<file path="config.mk">
export PLATFORM = sky130hd
export DESIGN_NAME = integer_to_custom_radix_digits_flat
export DESIGN_NICKNAME = d
export VERILOG_FILES = /design/src/sv/i2crd_pkg.sv /design/src/sv/i2crd_if.sv /design/src/sv/i2crd_ctrl.sv /design/src/sv/i2crd_dp.sv /design/src/sv/integer_to_custom_radix_digits.sv /design/src/flat_wrapper.sv
export SDC_FILE = /design/constraint.sdc
export NUM_CORES = 2
export LEC_CHECK = 0
export BUFFER_PORTS_ARGS = -buffer_cell sky130_fd_sc_hd__buf_2
export CAP_MARGIN = 20
export CORE_UTILIZATION = 40
export DETAILED_ROUTE_END_ITERATION = 16
export HOLD_SLACK_MARGIN = 0.02
export PLACE_DENSITY = 0.57
export SYNTH_ARGS = -nofsm -noshare
export SYNTH_HDL_FRONTEND = slang
export SYNTH_SLANG_ARGS = --single-unit
</file>
<file path="constraint.sdc">
create_clock -name clk -period 32.7 [get_ports clk]
set_clock_uncertainty 0.15 [all_clocks]
set_input_delay 3.27 -clock clk [delete_from_list [all_inputs] [get_ports clk]]
set_output_delay 3.27 -clock clk [all_outputs]
set_load 0.05 [all_outputs]
</file>
<file path="src/sv/i2crd_pkg.sv">
// ----------------------------------------------------------------------------
// Radix digit converter package
// Shared constants, controller state, command and status types.
// ----------------------------------------------------------------------------
package i2crd_pkg;

    localparam int REG_COUNT  = 8;
    localparam int REG_W      = 64;
    localparam int CFG_IDX_W  = 3;
    localparam int CHUNK_BITS = 8;

    localparam logic [7:0] SIGN_CHAR  = 8'd45;
    localparam logic [7:0] PLUS_CHAR  = 8'd43;
    localparam logic [7:0] PRINT_LOW  = 8'd32;
    localparam logic [7:0] PRINT_HIGH = 8'd126;

    typedef logic [REG_COUNT-1:0][REG_W-1:0] alpha_regs_t;

    typedef enum logic [2:0] {
        ST_IDLE,
        ST_SCAN,
        ST_START,
        ST_ZERO,
        ST_DIV,
        ST_SIGN,
        ST_READ,
        ST_EMIT
    } state_t;

    typedef struct packed {
        logic take;
        logic scan;
        logic div_step;
        logic emit_zero;
        logic emit_sign;
        logic read;
        logic emit_digit;
    } cmd_t;

    typedef struct packed {
        logic in_valid;
        logic checked;
        logic scan_end;
        logic radix_ok;
        logic mag_zero;
        logic div_last;
        logic q_zero;
        logic neg;
        logic out_free;
        logic last_digit;
    } status_t;

    // Byte idx of the alphabet; register idx/8, lowest byte first.
    function automatic logic [7:0] alpha_byte(input alpha_regs_t regs,
                                              input logic [5:0] idx);
        return regs[idx[5:3]][{idx[2:0], 3'b000} +: 8];
    endfunction

endpackage

</file>
<file path="src/sv/i2crd_if.sv">
// ----------------------------------------------------------------------------
// Radix digit converter channels
// Number input channel and character output channel, valid/ready.
// ----------------------------------------------------------------------------
interface i2crd_in_if #(parameter int NUMBER_BITS = 32);
    logic                   valid;
    logic                   ready;
    logic [NUMBER_BITS-1:0] value;

    modport source (output valid, output value, input ready);
    modport sink   (input valid, input value, output ready);
endinterface

interface i2crd_out_if;
    logic       valid;
    logic       ready;
    logic [7:0] out_char;
    logic       run_last;

    modport source (output valid, output out_char, output run_last, input ready);
    modport sink   (input valid, input out_char, input run_last, output ready);
endinterface

</file>
<file path="src/sv/i2crd_ctrl.sv">
// ----------------------------------------------------------------------------
// Radix digit converter controller
// Sequences alphabet check, digit division, sign and digit output.
// ----------------------------------------------------------------------------
module i2crd_ctrl
    import i2crd_pkg::*;
(
    input  logic    clk,
    input  logic    rst_n,
    input  status_t status,
    output cmd_t    cmd
);

    state_t state_reg;
    state_t state_next;

    // State register.
    always_ff @(posedge clk or negedge rst_n)
    begin
        if (!rst_n)
        begin
            state_reg <= ST_IDLE;
        end
        else
        begin
            state_reg <= state_next;
        end
    end

    // Next state.
    always_comb
    begin
        state_next = state_reg;
        case (state_reg)
            ST_IDLE:
            begin
                if (status.in_valid)
                begin
                    state_next = status.checked ? ST_START : ST_SCAN;
                end
            end
            ST_SCAN:
            begin
                if (status.scan_end)
                begin
                    state_next = ST_START;
                end
            end
            ST_START:
            begin
                if (!status.radix_ok)
                begin
                    state_next = ST_IDLE;
                end
                else if (status.mag_zero)
                begin
                    state_next = ST_ZERO;
                end
                else
                begin
                    state_next = ST_DIV;
                end
            end
            ST_ZERO:
            begin
                if (status.out_free)
                begin
                    state_next = ST_IDLE;
                end
            end
            ST_DIV:
            begin
                if (status.div_last && status.q_zero)
                begin
                    state_next = ST_SIGN;
                end
            end
            ST_SIGN:
            begin
                if (!status.neg || status.out_free)
                begin
                    state_next = ST_READ;
                end
            end
            ST_READ:
            begin
                state_next = ST_EMIT;
            end
            ST_EMIT:
            begin
                if (status.out_free)
                begin
                    state_next = status.last_digit ? ST_IDLE : ST_READ;
                end
            end
            default:
            begin
                state_next = ST_IDLE;
            end
        endcase
    end

    // Commands to the datapath.
    always_comb
    begin
        cmd = '0;
        case (state_reg)
            ST_IDLE:  cmd.take       = 1'b1;
            ST_SCAN:  cmd.scan       = 1'b1;
            ST_ZERO:  cmd.emit_zero  = status.out_free;
            ST_DIV:   cmd.div_step   = 1'b1;
            ST_SIGN:  cmd.emit_sign  = status.neg && status.out_free;
            ST_READ:  cmd.read       = 1'b1;
            ST_EMIT:  cmd.emit_digit = status.out_free;
            default:  cmd            = '0;
        endcase
    end

endmodule

</file>
<file path="src/sv/i2crd_dp.sv">
// ----------------------------------------------------------------------------
// Radix digit converter datapath
// Alphabet registers and check, chunked divider, digit stack, output stage.
// ----------------------------------------------------------------------------
module i2crd_dp
    import i2crd_pkg::*;
#(
    parameter int ALPHABET_MAX = 64,
    parameter int NUMBER_BITS  = 32
)
(
    input  logic                 clk,
    input  logic                 rst_n,
    input  logic                 cfg_we,
    input  logic [CFG_IDX_W-1:0] cfg_index,
    input  logic [REG_W-1:0]     cfg_data,
    input  cmd_t                 cmd,
    output status_t              status,
    i2crd_in_if.sink             num,
    i2crd_out_if.source          text
);

    localparam int RADW   = $clog2(ALPHABET_MAX + 1);
    localparam int DIGW   = $clog2(ALPHABET_MAX);
    localparam int CHUNKS = (NUMBER_BITS + CHUNK_BITS - 1) / CHUNK_BITS;
    localparam int DIVW   = CHUNKS * CHUNK_BITS;
    localparam int CW     = $clog2(CHUNKS + 1);
    localparam int SPW    = $clog2(NUMBER_BITS + 1);
    localparam int SPI    = $clog2(NUMBER_BITS);

    alpha_regs_t            alpha_reg;
    logic                   checked_reg;
    logic [127:0]           seen_reg;
    logic [RADW-1:0]        len_reg;
    logic [RADW-1:0]        radix_reg;
    logic                   radix_ok_reg;
    logic                   neg_reg;
    logic [DIVW-1:0]        d_reg;
    logic [DIVW-1:0]        q_reg;
    logic [RADW-1:0]        rem_reg;
    logic [CW-1:0]          cnt_reg;
    logic [SPW-1:0]         sp_reg;
    logic [DIGW-1:0]        stack_mem [NUMBER_BITS];
    logic [DIGW-1:0]        dig_rd_reg;
    logic                   out_valid_reg;
    logic [7:0]             out_char_reg;
    logic                   out_last_reg;

    logic                   load;
    logic [NUMBER_BITS-1:0] mag;
    logic [7:0]             scan_char;
    logic                   at_lim;
    logic                   scan_bad;
    logic                   scan_end;
    logic [CHUNK_BITS-1:0]  chunk;
    logic [CHUNK_BITS-1:0]  qbits;
    logic [RADW-1:0]        rem_fin;
    logic [RADW:0]          trial;
    logic [DIVW-1:0]        q_fin;
    logic                   div_last;
    logic [SPW-1:0]         sp_dec;
    logic                   out_free;

    assign num.ready = cmd.take;
    assign load      = cmd.take && num.valid;
    assign mag       = num.value[NUMBER_BITS-1] ? NUMBER_BITS'(0 - num.value) : num.value;

    // Alphabet check, one byte per cycle.
    assign scan_char = alpha_byte(alpha_reg, 6'(len_reg));
    assign at_lim    = (len_reg == RADW'(ALPHABET_MAX));
    assign scan_bad  = (scan_char == PLUS_CHAR) || (scan_char == SIGN_CHAR) ||
                       (scan_char < PRINT_LOW) || (scan_char > PRINT_HIGH) ||
                       seen_reg[scan_char[6:0]];
    assign scan_end  = at_lim || (scan_char == 8'd0) || scan_bad;

    // Restoring division of one dividend chunk by the radix.
    assign chunk = d_reg[DIVW-1 -: CHUNK_BITS];
    always_comb
    begin
        rem_fin = rem_reg;
        qbits   = '0;
        trial   = '0;
        for (int i = CHUNK_BITS - 1; i >= 0; i--)
        begin
            trial = {rem_fin, chunk[i]};
            if (trial >= {1'b0, radix_reg})
            begin
                rem_fin  = RADW'(trial - {1'b0, radix_reg});
                qbits[i] = 1'b1;
            end
            else
            begin
                rem_fin = trial[RADW-1:0];
            end
        end
    end
    assign q_fin    = (q_reg << CHUNK_BITS) | DIVW'(qbits);
    assign div_last = (cnt_reg == CW'(CHUNKS - 1));
    assign sp_dec   = sp_reg - 1'b1;
    assign out_free = !out_valid_reg || text.ready;

    // Status to the controller.
    always_comb
    begin
        status.in_valid   = num.valid;
        status.checked    = checked_reg;
        status.scan_end   = scan_end;
        status.radix_ok   = radix_ok_reg;
        status.mag_zero   = (d_reg == '0);
        status.div_last   = div_last;
        status.q_zero     = (q_fin == '0);
        status.neg        = neg_reg;
        status.out_free   = out_free;
        status.last_digit = (sp_reg == SPW'(1));
    end

    // Control state.
    always_ff @(posedge clk or negedge rst_n)
    begin
        if (!rst_n)
        begin
            alpha_reg     <= '0;
            checked_reg   <= 1'b0;
            radix_ok_reg  <= 1'b0;
            cnt_reg       <= '0;
            sp_reg        <= '0;
            out_valid_reg <= 1'b0;
        end
        else
        begin
            if (cfg_we)
            begin
                alpha_reg[cfg_index] <= cfg_data;
                checked_reg          <= 1'b0;
            end
            else if (cmd.scan && scan_end)
            begin
                checked_reg  <= 1'b1;
                radix_ok_reg <= (at_lim || (scan_char == 8'd0)) && (len_reg >= RADW'(2));
            end
            if (load)
            begin
                cnt_reg <= '0;
                sp_reg  <= '0;
            end
            else if (cmd.div_step)
            begin
                if (div_last)
                begin
                    cnt_reg <= '0;
                    sp_reg  <= sp_reg + 1'b1;
                end
                else
                begin
                    cnt_reg <= cnt_reg + 1'b1;
                end
            end
            else if (cmd.emit_digit)
            begin
                sp_reg <= sp_dec;
            end
            if (cmd.emit_zero || cmd.emit_sign || cmd.emit_digit)
            begin
                out_valid_reg <= 1'b1;
            end
            else if (text.ready)
            begin
                out_valid_reg <= 1'b0;
            end
        end
    end

    // Payload registers.
    always_ff @(posedge clk)
    begin
        if (load)
        begin
            neg_reg <= num.value[NUMBER_BITS-1];
            d_reg   <= DIVW'(mag);
            q_reg   <= '0;
            rem_reg <= '0;
            if (!checked_reg)
            begin
                seen_reg <= '0;
                len_reg  <= '0;
            end
        end
        else if (cmd.scan)
        begin
            if (scan_end)
            begin
                radix_reg <= len_reg;
            end
            else
            begin
                seen_reg[scan_char[6:0]] <= 1'b1;
                len_reg                  <= len_reg + 1'b1;
            end
        end
        else if (cmd.div_step)
        begin
            if (div_last)
            begin
                d_reg   <= q_fin;
                q_reg   <= '0;
                rem_reg <= '0;
            end
            else
            begin
                d_reg   <= d_reg << CHUNK_BITS;
                q_reg   <= q_fin;
                rem_reg <= rem_fin;
            end
        end
        if (cmd.emit_zero)
        begin
            out_char_reg <= alpha_byte(alpha_reg, 6'd0);
            out_last_reg <= 1'b1;
        end
        else if (cmd.emit_sign)
        begin
            out_char_reg <= SIGN_CHAR;
            out_last_reg <= 1'b0;
        end
        else if (cmd.emit_digit)
        begin
            out_char_reg <= alpha_byte(alpha_reg, 6'(dig_rd_reg));
            out_last_reg <= (sp_reg == SPW'(1));
        end
    end

    // Digit stack: pushed least significant first, popped in reverse.
    always_ff @(posedge clk)
    begin
        if (cmd.div_step && div_last)
        begin
            stack_mem[sp_reg[SPI-1:0]] <= DIGW'(rem_fin);
        end
        if (cmd.read)
        begin
            dig_rd_reg <= stack_mem[sp_dec[SPI-1:0]];
        end
    end

    assign text.valid    = out_valid_reg;
    assign text.out_char = out_char_reg;
    assign text.run_last = out_last_reg;

endmodule

</file>
<file path="src/sv/integer_to_custom_radix_digits.sv">
// The first number after a configuration write first checks the alphabet, one alphabet
// byte per cycle. Each digit then comes from the 8-bit-per-cycle divider, and each digit
// character is read from the digit stack and then emitted through the output register.
// One number is in work at a time.
// Reset clears the alphabet to zero (invalid) and returns the controller to idle.
// ----------------------------------------------------------------------------
// Radix digit converter top level
// Renders signed numbers as character runs in a configurable alphabet.
// ----------------------------------------------------------------------------
module integer_to_custom_radix_digits
    import i2crd_pkg::*;
#(
    parameter int ALPHABET_MAX = 64,
    parameter int NUMBER_BITS  = 32
)
(
    input  logic                 clk,
    input  logic                 rst_n,
    input  logic                 cfg_we,
    input  logic [CFG_IDX_W-1:0] cfg_index,
    input  logic [REG_W-1:0]     cfg_data,
    i2crd_in_if.sink             num,
    i2crd_out_if.source          text
);

    cmd_t    cmd;
    status_t status;

    // Controller.
    i2crd_ctrl u_ctrl (
        .clk    (clk),
        .rst_n  (rst_n),
        .status (status),
        .cmd    (cmd)
    );

    // Datapath.
    i2crd_dp #(
        .ALPHABET_MAX (ALPHABET_MAX),
        .NUMBER_BITS  (NUMBER_BITS)
    ) u_dp (
        .clk       (clk),
        .rst_n     (rst_n),
        .cfg_we    (cfg_we),
        .cfg_index (cfg_index),
        .cfg_data  (cfg_data),
        .cmd       (cmd),
        .status    (status),
        .num       (num),
        .text      (text)
    );

endmodule

</file>
<file path="src/flat_wrapper.sv">
// flat-port wrapper written by rule: the top's interface ports become plain ports
module integer_to_custom_radix_digits_flat import i2crd_pkg::*;
#(
    parameter int ALPHABET_MAX = 64,
    parameter int NUMBER_BITS  = 32
)
  (clk, rst_n, cfg_we, cfg_index, cfg_data, num_valid, num_value, num_ready, text_valid, text_out_char, text_run_last, text_ready);
  i2crd_in_if #(.NUMBER_BITS(NUMBER_BITS)) num_i ();
  i2crd_out_if text_i ();
  input  logic clk;
  input  logic rst_n;
  input  logic cfg_we;
  input  logic [CFG_IDX_W-1:0] cfg_index;
  input  logic [REG_W-1:0] cfg_data;
  input wire logic [$bits(num_i.valid)-1:0] num_valid;
  input wire logic [$bits(num_i.value)-1:0] num_value;
  output wire logic [$bits(num_i.ready)-1:0] num_ready;
  output wire logic [$bits(text_i.valid)-1:0] text_valid;
  output wire logic [$bits(text_i.out_char)-1:0] text_out_char;
  output wire logic [$bits(text_i.run_last)-1:0] text_run_last;
  input wire logic [$bits(text_i.ready)-1:0] text_ready;
  assign num_i.valid = num_valid;
  assign num_i.value = num_value;
  assign num_ready = num_i.ready;
  assign text_valid = text_i.valid;
  assign text_out_char = text_i.out_char;
  assign text_run_last = text_i.run_last;
  assign text_i.ready = text_ready;
  integer_to_custom_radix_digits #(.ALPHABET_MAX(ALPHABET_MAX), .NUMBER_BITS(NUMBER_BITS)) u_core (.clk(clk), .rst_n(rst_n), .cfg_we(cfg_we), .cfg_index(cfg_index), .cfg_data(cfg_data), .num(num_i), .text(text_i));
endmodule
</file>
* Word level (Yosys, flattened, before mapping)
Memories as Yosys holds them, arrays and structs flattened. A register that Yosys moved wholly into a read port is not among the register bits.
Cells that the tools add are included.
** Cells by class
- Magnitude comparators :: 17
- Reductions and logical operators :: 38
- Shifts and indexed selects :: 2
- Bitwise logic cells :: 5
- Add/sub/neg operators :: 13
- Equality and inequality tests :: 22
- Multiplexer cells :: 78
** Operator list (count)
- $bwmux 512 :: 1
- $mux 128 :: 4
- $bmux 64 s3 :: 2
- $demux 64 s3 :: 1
- $mux 64 :: 3
- $mux 32 :: 5
- $or 128x128->128 :: 1
- $shiftx 64x7->8 :: 2
- $mux 7 :: 13
- $ge 8x7->1 :: 8
- $logic_not 32->1 :: 2
- $sub 7x7->7 :: 8
- $mux 3 :: 12
- $or 32x8->32 :: 1
- $sub 1x32->32 const A :: 1
- $mux 1 :: 25
- $mux 24 :: 1
- $mux 6 :: 4
- $mux 8 :: 3
- $pmux 3 s8 :: 1
- $eq 8x6->1 const B :: 2
- $ne 2x2->1 const B :: 8
- $eq 3x3->1 const B :: 4
- $lt 3x4->1 const B :: 3
- 30 further kinds :: 60
** Storage, ports and cells
- Register bits after elaboration :: 742
- Input port bits :: 104
- Bits in writable memories :: 192
- Logic and storage cells :: 199
- Memories kept :: 1
- Output and inout port bits :: 11
** Memories
- u_core.u_dp.stack_mem :: depth 32, width 6, rd ports 1, clocked after memory_dff 1, write ports 1, RTL line i2crd_dp.sv:43 : logic [DIGW-1:0] stack_mem [NUMBER_BITS];

* Longest topological paths before layout
- Word-level depth :: 21
- Mapped depth :: 80
- Depth with buffers taken out :: 77

* Modules after synthesis
A second synthesis with hierarchy kept.
** Unflattened totals
- Cell total of the unflattened synthesis :: 3347
- Area total of the unflattened synthesis :: 48089.9 um^2
** Modules (own cells, without submodules)
- i2crd_dp :: area an instance 47789.6 um^2, instances 1, sequential area each 24173.2 um^2, cells an instance 3311
- i2crd_ctrl :: area an instance 300.3 um^2, instances 1, sequential area each 75.1 um^2, cells an instance 36

* Least setup slack after synthesis
OpenSTA, ideal clock, no wires.
- Kind :: reg2reg
- From :: register u_core.u_dp.radix_reg[1]
- To :: memory u_core.u_dp.stack_mem[0][0] in the netlist's numbering (data pin)
- Stages on the path, launching flop included :: 73
- Buffers on the path :: 3
- Clock period less this slack :: 17.885 ns
- Required time :: 32.158 ns
- Library setup time :: 0.392 ns
- Arrival :: 17.343 ns
- Path slack :: 14.815 ns
- Cells stage by stage :: edfxtp_1 > inv_1 > fa_1 > a211oi_1 > nor3_1 > or3_1 > buf_2 > mux2_2 > ha_1 > nor2b_1 > o31a_1 > o31a_1 > a211oi_4 > clkbuf_1 > mux2_2 > ha_1 > and3_1 > a41oi_1 > [... 37 more ...] > o21ai_0 > nand2b_1 > a21o_1 > a21oi_1 > o21ai_0 > a21oi_1 > o31ai_1 > a21oi_1 > mux2i_1 > fa_1 > a21o_1 > a21oi_1 > o21bai_1 > a21oi_1 > o21ai_0 > a21o_1 > a211oi_4 > mux2i_1
** On the way
- Word-level cells in the longest chain between the ends :: 16
- Elaborated cells between the ends (all ways) :: 23
- Those cells by class :: add/sub (7); order compare (8); mux (8)
** RTL lines
- start, declared :: RTL line i2crd_dp.sv:35 : logic [RADW-1:0] radix_reg;
- start signal, assigned :: RTL line i2crd_dp.sv:192 : radix_reg <= len_reg;
- $sub 7x7->7 or $ge 8x7->1 (tied branches) :: RTL line i2crd_dp.sv:88, i2crd_dp.sv:86
- $mux 7 :: RTL line i2crd_dp.sv:86 : if (trial >= {1'b0, radix_reg})
- $sub 7x7->7 or $ge 8x7->1 (tied branches) :: RTL line i2crd_dp.sv:88, i2crd_dp.sv:86
- $mux 7 :: RTL line i2crd_dp.sv:86
- $sub 7x7->7 or $ge 8x7->1 (tied branches) :: RTL line i2crd_dp.sv:88, i2crd_dp.sv:86
- $mux 7 :: RTL line i2crd_dp.sv:86
- $sub 7x7->7 or $ge 8x7->1 (tied branches) :: RTL line i2crd_dp.sv:88, i2crd_dp.sv:86
- $mux 7 :: RTL line i2crd_dp.sv:86
- $sub 7x7->7 or $ge 8x7->1 (tied branches) :: RTL line i2crd_dp.sv:88, i2crd_dp.sv:86
- $mux 7 :: RTL line i2crd_dp.sv:86
- $sub 7x7->7 or $ge 8x7->1 (tied branches) :: RTL line i2crd_dp.sv:88, i2crd_dp.sv:86
- $mux 7 :: RTL line i2crd_dp.sv:86
- $ge 8x7->1 or $sub 7x7->7 (tied branches) :: RTL line i2crd_dp.sv:86, i2crd_dp.sv:88
- $mux 7 :: RTL line i2crd_dp.sv:86
- $ge 8x7->1 (*) :: RTL line i2crd_dp.sv:86
- $mux 7 (*) :: RTL line i2crd_dp.sv:86
- via u_core.u_dp.rem_fin[0] :: RTL line i2crd_dp.sv:57 : logic [RADW-1:0] rem_fin;
- end, declared :: RTL line i2crd_dp.sv:43
The timed path passes the listed nets; every way through them passes the cells marked *.

* Worst setup path after layout
- From :: register u_core.u_dp.radix_reg[1]
- To :: memory u_core.u_dp.stack_mem[26][0] in the netlist's numbering (data pin)
The elaborated chain is that of the path after synthesis.

==> summary by stage <==
Outcome
The run finished with clean final reports.

Timing
The final critical path takes up 64.1% of the cycle. Summed over all failing endpoints, the final setup total negative slack is 0 ps. The number of setup violations in the final report is 0.

For the pin with the worst max-slew slack, the measured transition is 1120 ps. The final setup slack of the worst path is 11750 ps. The time the final worst path needs with I/O delays and setup is 20960 ps. Static timing analysis puts the maximum clock frequency at 0.0477 GHz. The number of max-slew violations in the final report is 0.

The hold violation total from the final report was 0. Setup repair after global routing left no endpoint under its margin. The normalized max-slew margin is 25.5%.

Worst setup path
In this run the worst path has a maximum fanout of 33. The category of the critical setup timing path is flip-flop to flip-flop. The slowest cell on the critical path is sky130_fd_sc_hd__mux2i_4. The delay contributed by the slowest stage of the critical path is 840 ps.

The worst setup path is captured at a flip-flop. The data required time of the critical path is 32950 ps. The launch point of the worst reg-to-reg path is u_core.u_dp.radix_reg[1]. The register-to-register setup slack is 11750 ps. Data on the critical path arrives at its endpoint at 21200 ps. The endpoint identified for the worst register-to-register timing path is u_core.u_dp.stack_mem[26][0]. The worst setup path is launched from a flip-flop. The library cell appearing most often on the critical path is sky130_fd_sc_hd__o21ai_0.

Measured in cells, the most critical reg-to-reg path has a length of 71.

Logic synthesis
The area share of xor/xnor cells in the synthesized design is 1.19%. The share of synthesized flip-flops with an asynchronous set or reset is 58.1%. The post-synthesis register bit count is 907.

The number of nets handed over by synthesis was 3567. The primary flip-flop cell chosen by synthesis mapping is sky130_fd_sc_hd__dfrtp_1. The share of cell area taken by muxes after synthesis is 31.7%. Sequential cells were found to cover 50.7% of the synthesized design area. Summing every instance area after synthesis gives 0.0479 mm^2.

By area, the combinational part of the netlist is dominated by multiplexers. Of the total synthesized cell area, the portion taken by AND, OR, NAND and NOR gates is 6.07%. Of the total synthesized cell area, the portion taken by full adders, half adders and majority gates is 2.03%. Counting every instance in the synthesized netlist gives 3390. After synthesis, the netlist uses 84 different library cells. In this run, synthesis inferred 348 flip-flops with an integrated enable. The warning count from the yosys run is 0.

The complex-gate fraction of the synthesized area is 6.01%. A synthesized cell averages 14.1 um^2.

Placement
The HPWL after detailed placement is 83900 um. Input and output buffers added on the ports amount to 114. The weighted congestion at the end of routability-driven global placement is 0.875.

The pre-CTS setup slack is 12000 ps.

Floorplan
The core box area is 0.118 mm^2. The overall die area is 0.121 mm^2. The number of cell rows is 126. The starting density of the core is 40.4%. The die is 348 um wide. 115 I/O pins were placed. The die height is 348 um.

Detailed routing
The total via count in the routed design is 30443. The ratio of routed vias to standard cells is 5.92. The iteration-0 DRC count of the detailed router is 2486.

The number of nets with antenna violations after routing is 0. The pre-antenna-repair detailed-routing pass consisted of 6 iterations. The number of DRC violations after detailed routing is 0.

In the final routed layout, each cell accounts on average for 26.2 um. The final wirelength is 135000 um.

Clock tree
The root buffer selected by CTS is sky130_fd_sc_hd__clkbuf_16. In this run the post-CTS setup repair buffer count came out at 0. TritonCTS built the clock tree. The clock sink total is 907. The number of CTS-inserted buffers is 103. The buffer depth of the longest clock path is 3. The number of gates resized after cts is 0. Clock latency on the worst-skew pair, taken at its later pin, is 740 ps. The level count of the clock H-tree is 3. The number of buffers added to fix hold violations after cts is 0. Clock-pin slew was measured on the worst setup and hold paths at 60 ps.

Min path
Counting instances, the worst hold path has a depth of 2. The worst min-delay path class is flip-flop to flip-flop. In this run the most critical hold path is launched from u_core.u_dp.q_reg[23]. The endpoint with the worst hold slack is u_core.u_dp.q_reg[23].

GRT
The initial antenna violation count is 30. Global routing used 22.5% of the available tracks. The number of global-route vias before repair is 31122. The pin count of the biggest net entering global routing is 166. For this run the aggregate overflow at the end of global routing stands at 0. The first global-routing pass estimated 205000 um of wire.

Layout
The register with the most flip-flops in the layout has 512 of them. The net count reported at finish is 3629. Compared with the post-synthesis result, the final layout area differs by 12.3%.

The proportion of layout cells with a drive suffix above 1 is 36.8%.

Job
The tool flagged a number of max-cap violations equal to 0.
-- per-layer routing --
| metal | global-route usage, % | share of wire [%] | up-vias |
|---|---|---|---|
| li1 | - | - | 13290 |
| met1 | 31.4 | 44 | 16048 |
| met2 | 35.8 | 47 | 843 |
| met3 | 3.97 | 6.0 | 228 |
| met4 | 6.99 | 2.6 | 34 |
| met5 | 0 | 0.17 | - |
-- area by class of cell --
class                           count  area, um^2
Fill cell                       10547       64600
Sequential cell                   907       24300
Multi-Input combinational cell   2208       22600
Clock buffer                      146        2930
Tap cell                         1600        2000
Timing Repair Buffer              179        1140
Clock inverter                     44         603
Inverter                           53         200
Antenna cell                        6        15.0
-- stage by stage --
step,area (um^2),util [%],hold slack [ps],std cells
floorplan,47900,-,271,3390
global placement,50200,42.4,325,4944
detailed placement,50200,42.4,334,4944
CTS,53700,45.4,341,5134
global route,53800,45.4,372,5140
finish,53800,45.4,345,5143
-- logic make-up after synthesis --
kind of cell / after synthesis
XOR/XNOR: 65
AND/OR/NAND/NOR: 630
multiplexers: 998
flip-flops: 907
AO/OA/AOI/OAI: 442
buffers and inverters: 275
adder cells (fa/ha/maj): 73
-- worst max-delay path: cells and delay by family (launching register included) --
| family | cells | cell delay [ps] |
|---|---|---|
| DFF | 1 | 700 |
| and+or+nand+nor | 14 | 2750 |
| adders and majority gates | 8 | 2950 |
| muxes | 7 | 3040 |
| buffers and inverters | 3 | 830 |
| AOI/OAI and AO/OA | 39 | 10210 |
-- cells in the final DEF, fill, tap and decap left out, types with 25 or more instances in the layout --
cell                        count
sky130_fd_sc_hd__buf_2        113
sky130_fd_sc_hd__mux4_2       358
sky130_fd_sc_hd__mux2i_1       75
sky130_fd_sc_hd__nor2b_1       25
sky130_fd_sc_hd__dfrtp_1      526
sky130_fd_sc_hd__xnor2_1       43
sky130_fd_sc_hd__clkbuf_16    103
sky130_fd_sc_hd__ha_1          64
sky130_fd_sc_hd__inv_1         51
sky130_fd_sc_hd__a22o_1        27
sky130_fd_sc_hd__nand2_1      174
sky130_fd_sc_hd__nor2_1       241
sky130_fd_sc_hd__mux2_2       559
sky130_fd_sc_hd__edfxtp_1     348
sky130_fd_sc_hd__a21oi_1      156
sky130_fd_sc_hd__buf_4         58
sky130_fd_sc_hd__nand3_1       32
sky130_fd_sc_hd__dfxtp_1       32
sky130_fd_sc_hd__o21ai_0       60
sky130_fd_sc_hd__a31oi_1       38
-- cells in the mapped netlist, drive strengths merged, types with 27 or more instances --
cell	number	share of area, %
mux2	564	13
dfrtp	527	28
mux4	358	17
edfxtp	348	22
nor2	243	1.9
nand2	176	1.4
clkbuf	168	1.3
a21oi	157	1.6
mux2i	76	1.6
ha	65	1.7
o21ai	61	0.64
buf	54	0.52
inv	52	0.41
xnor2	45	0.82
a31oi	38	0.50
dfxtp	32	1.3
nand3	32	0.33
a22o	27	0.49
-- worst max-delay path by stage --
stage / startpoint / end / slack (ps) / depth (start not counted)
2_1_floorplan: u_core.u_dp.radix_reg[1] / u_core.u_dp.stack_mem[0][0] / 14810 / 72
3_3_place_gp: u_core.u_dp.radix_reg[1] / u_core.u_dp.stack_mem[16][0] / 12360 / 71
3_5_place_dp: u_core.u_dp.radix_reg[1] / u_core.u_dp.stack_mem[20][0] / 12000 / 71
4_1_cts: u_core.u_dp.radix_reg[1] / u_core.u_dp.stack_mem[1][0] / 11880 / 71
5_1_grt: u_core.u_dp.radix_reg[1] / u_core.u_dp.stack_mem[30][0] / 9720 / 71
6_report: u_core.u_dp.radix_reg[1] / u_core.u_dp.stack_mem[26][0] / 11750 / 71
Power is left out: the tool's default activity adds up to more than one toggle a clock period on the data nets, which glitch-free logic cannot reach.
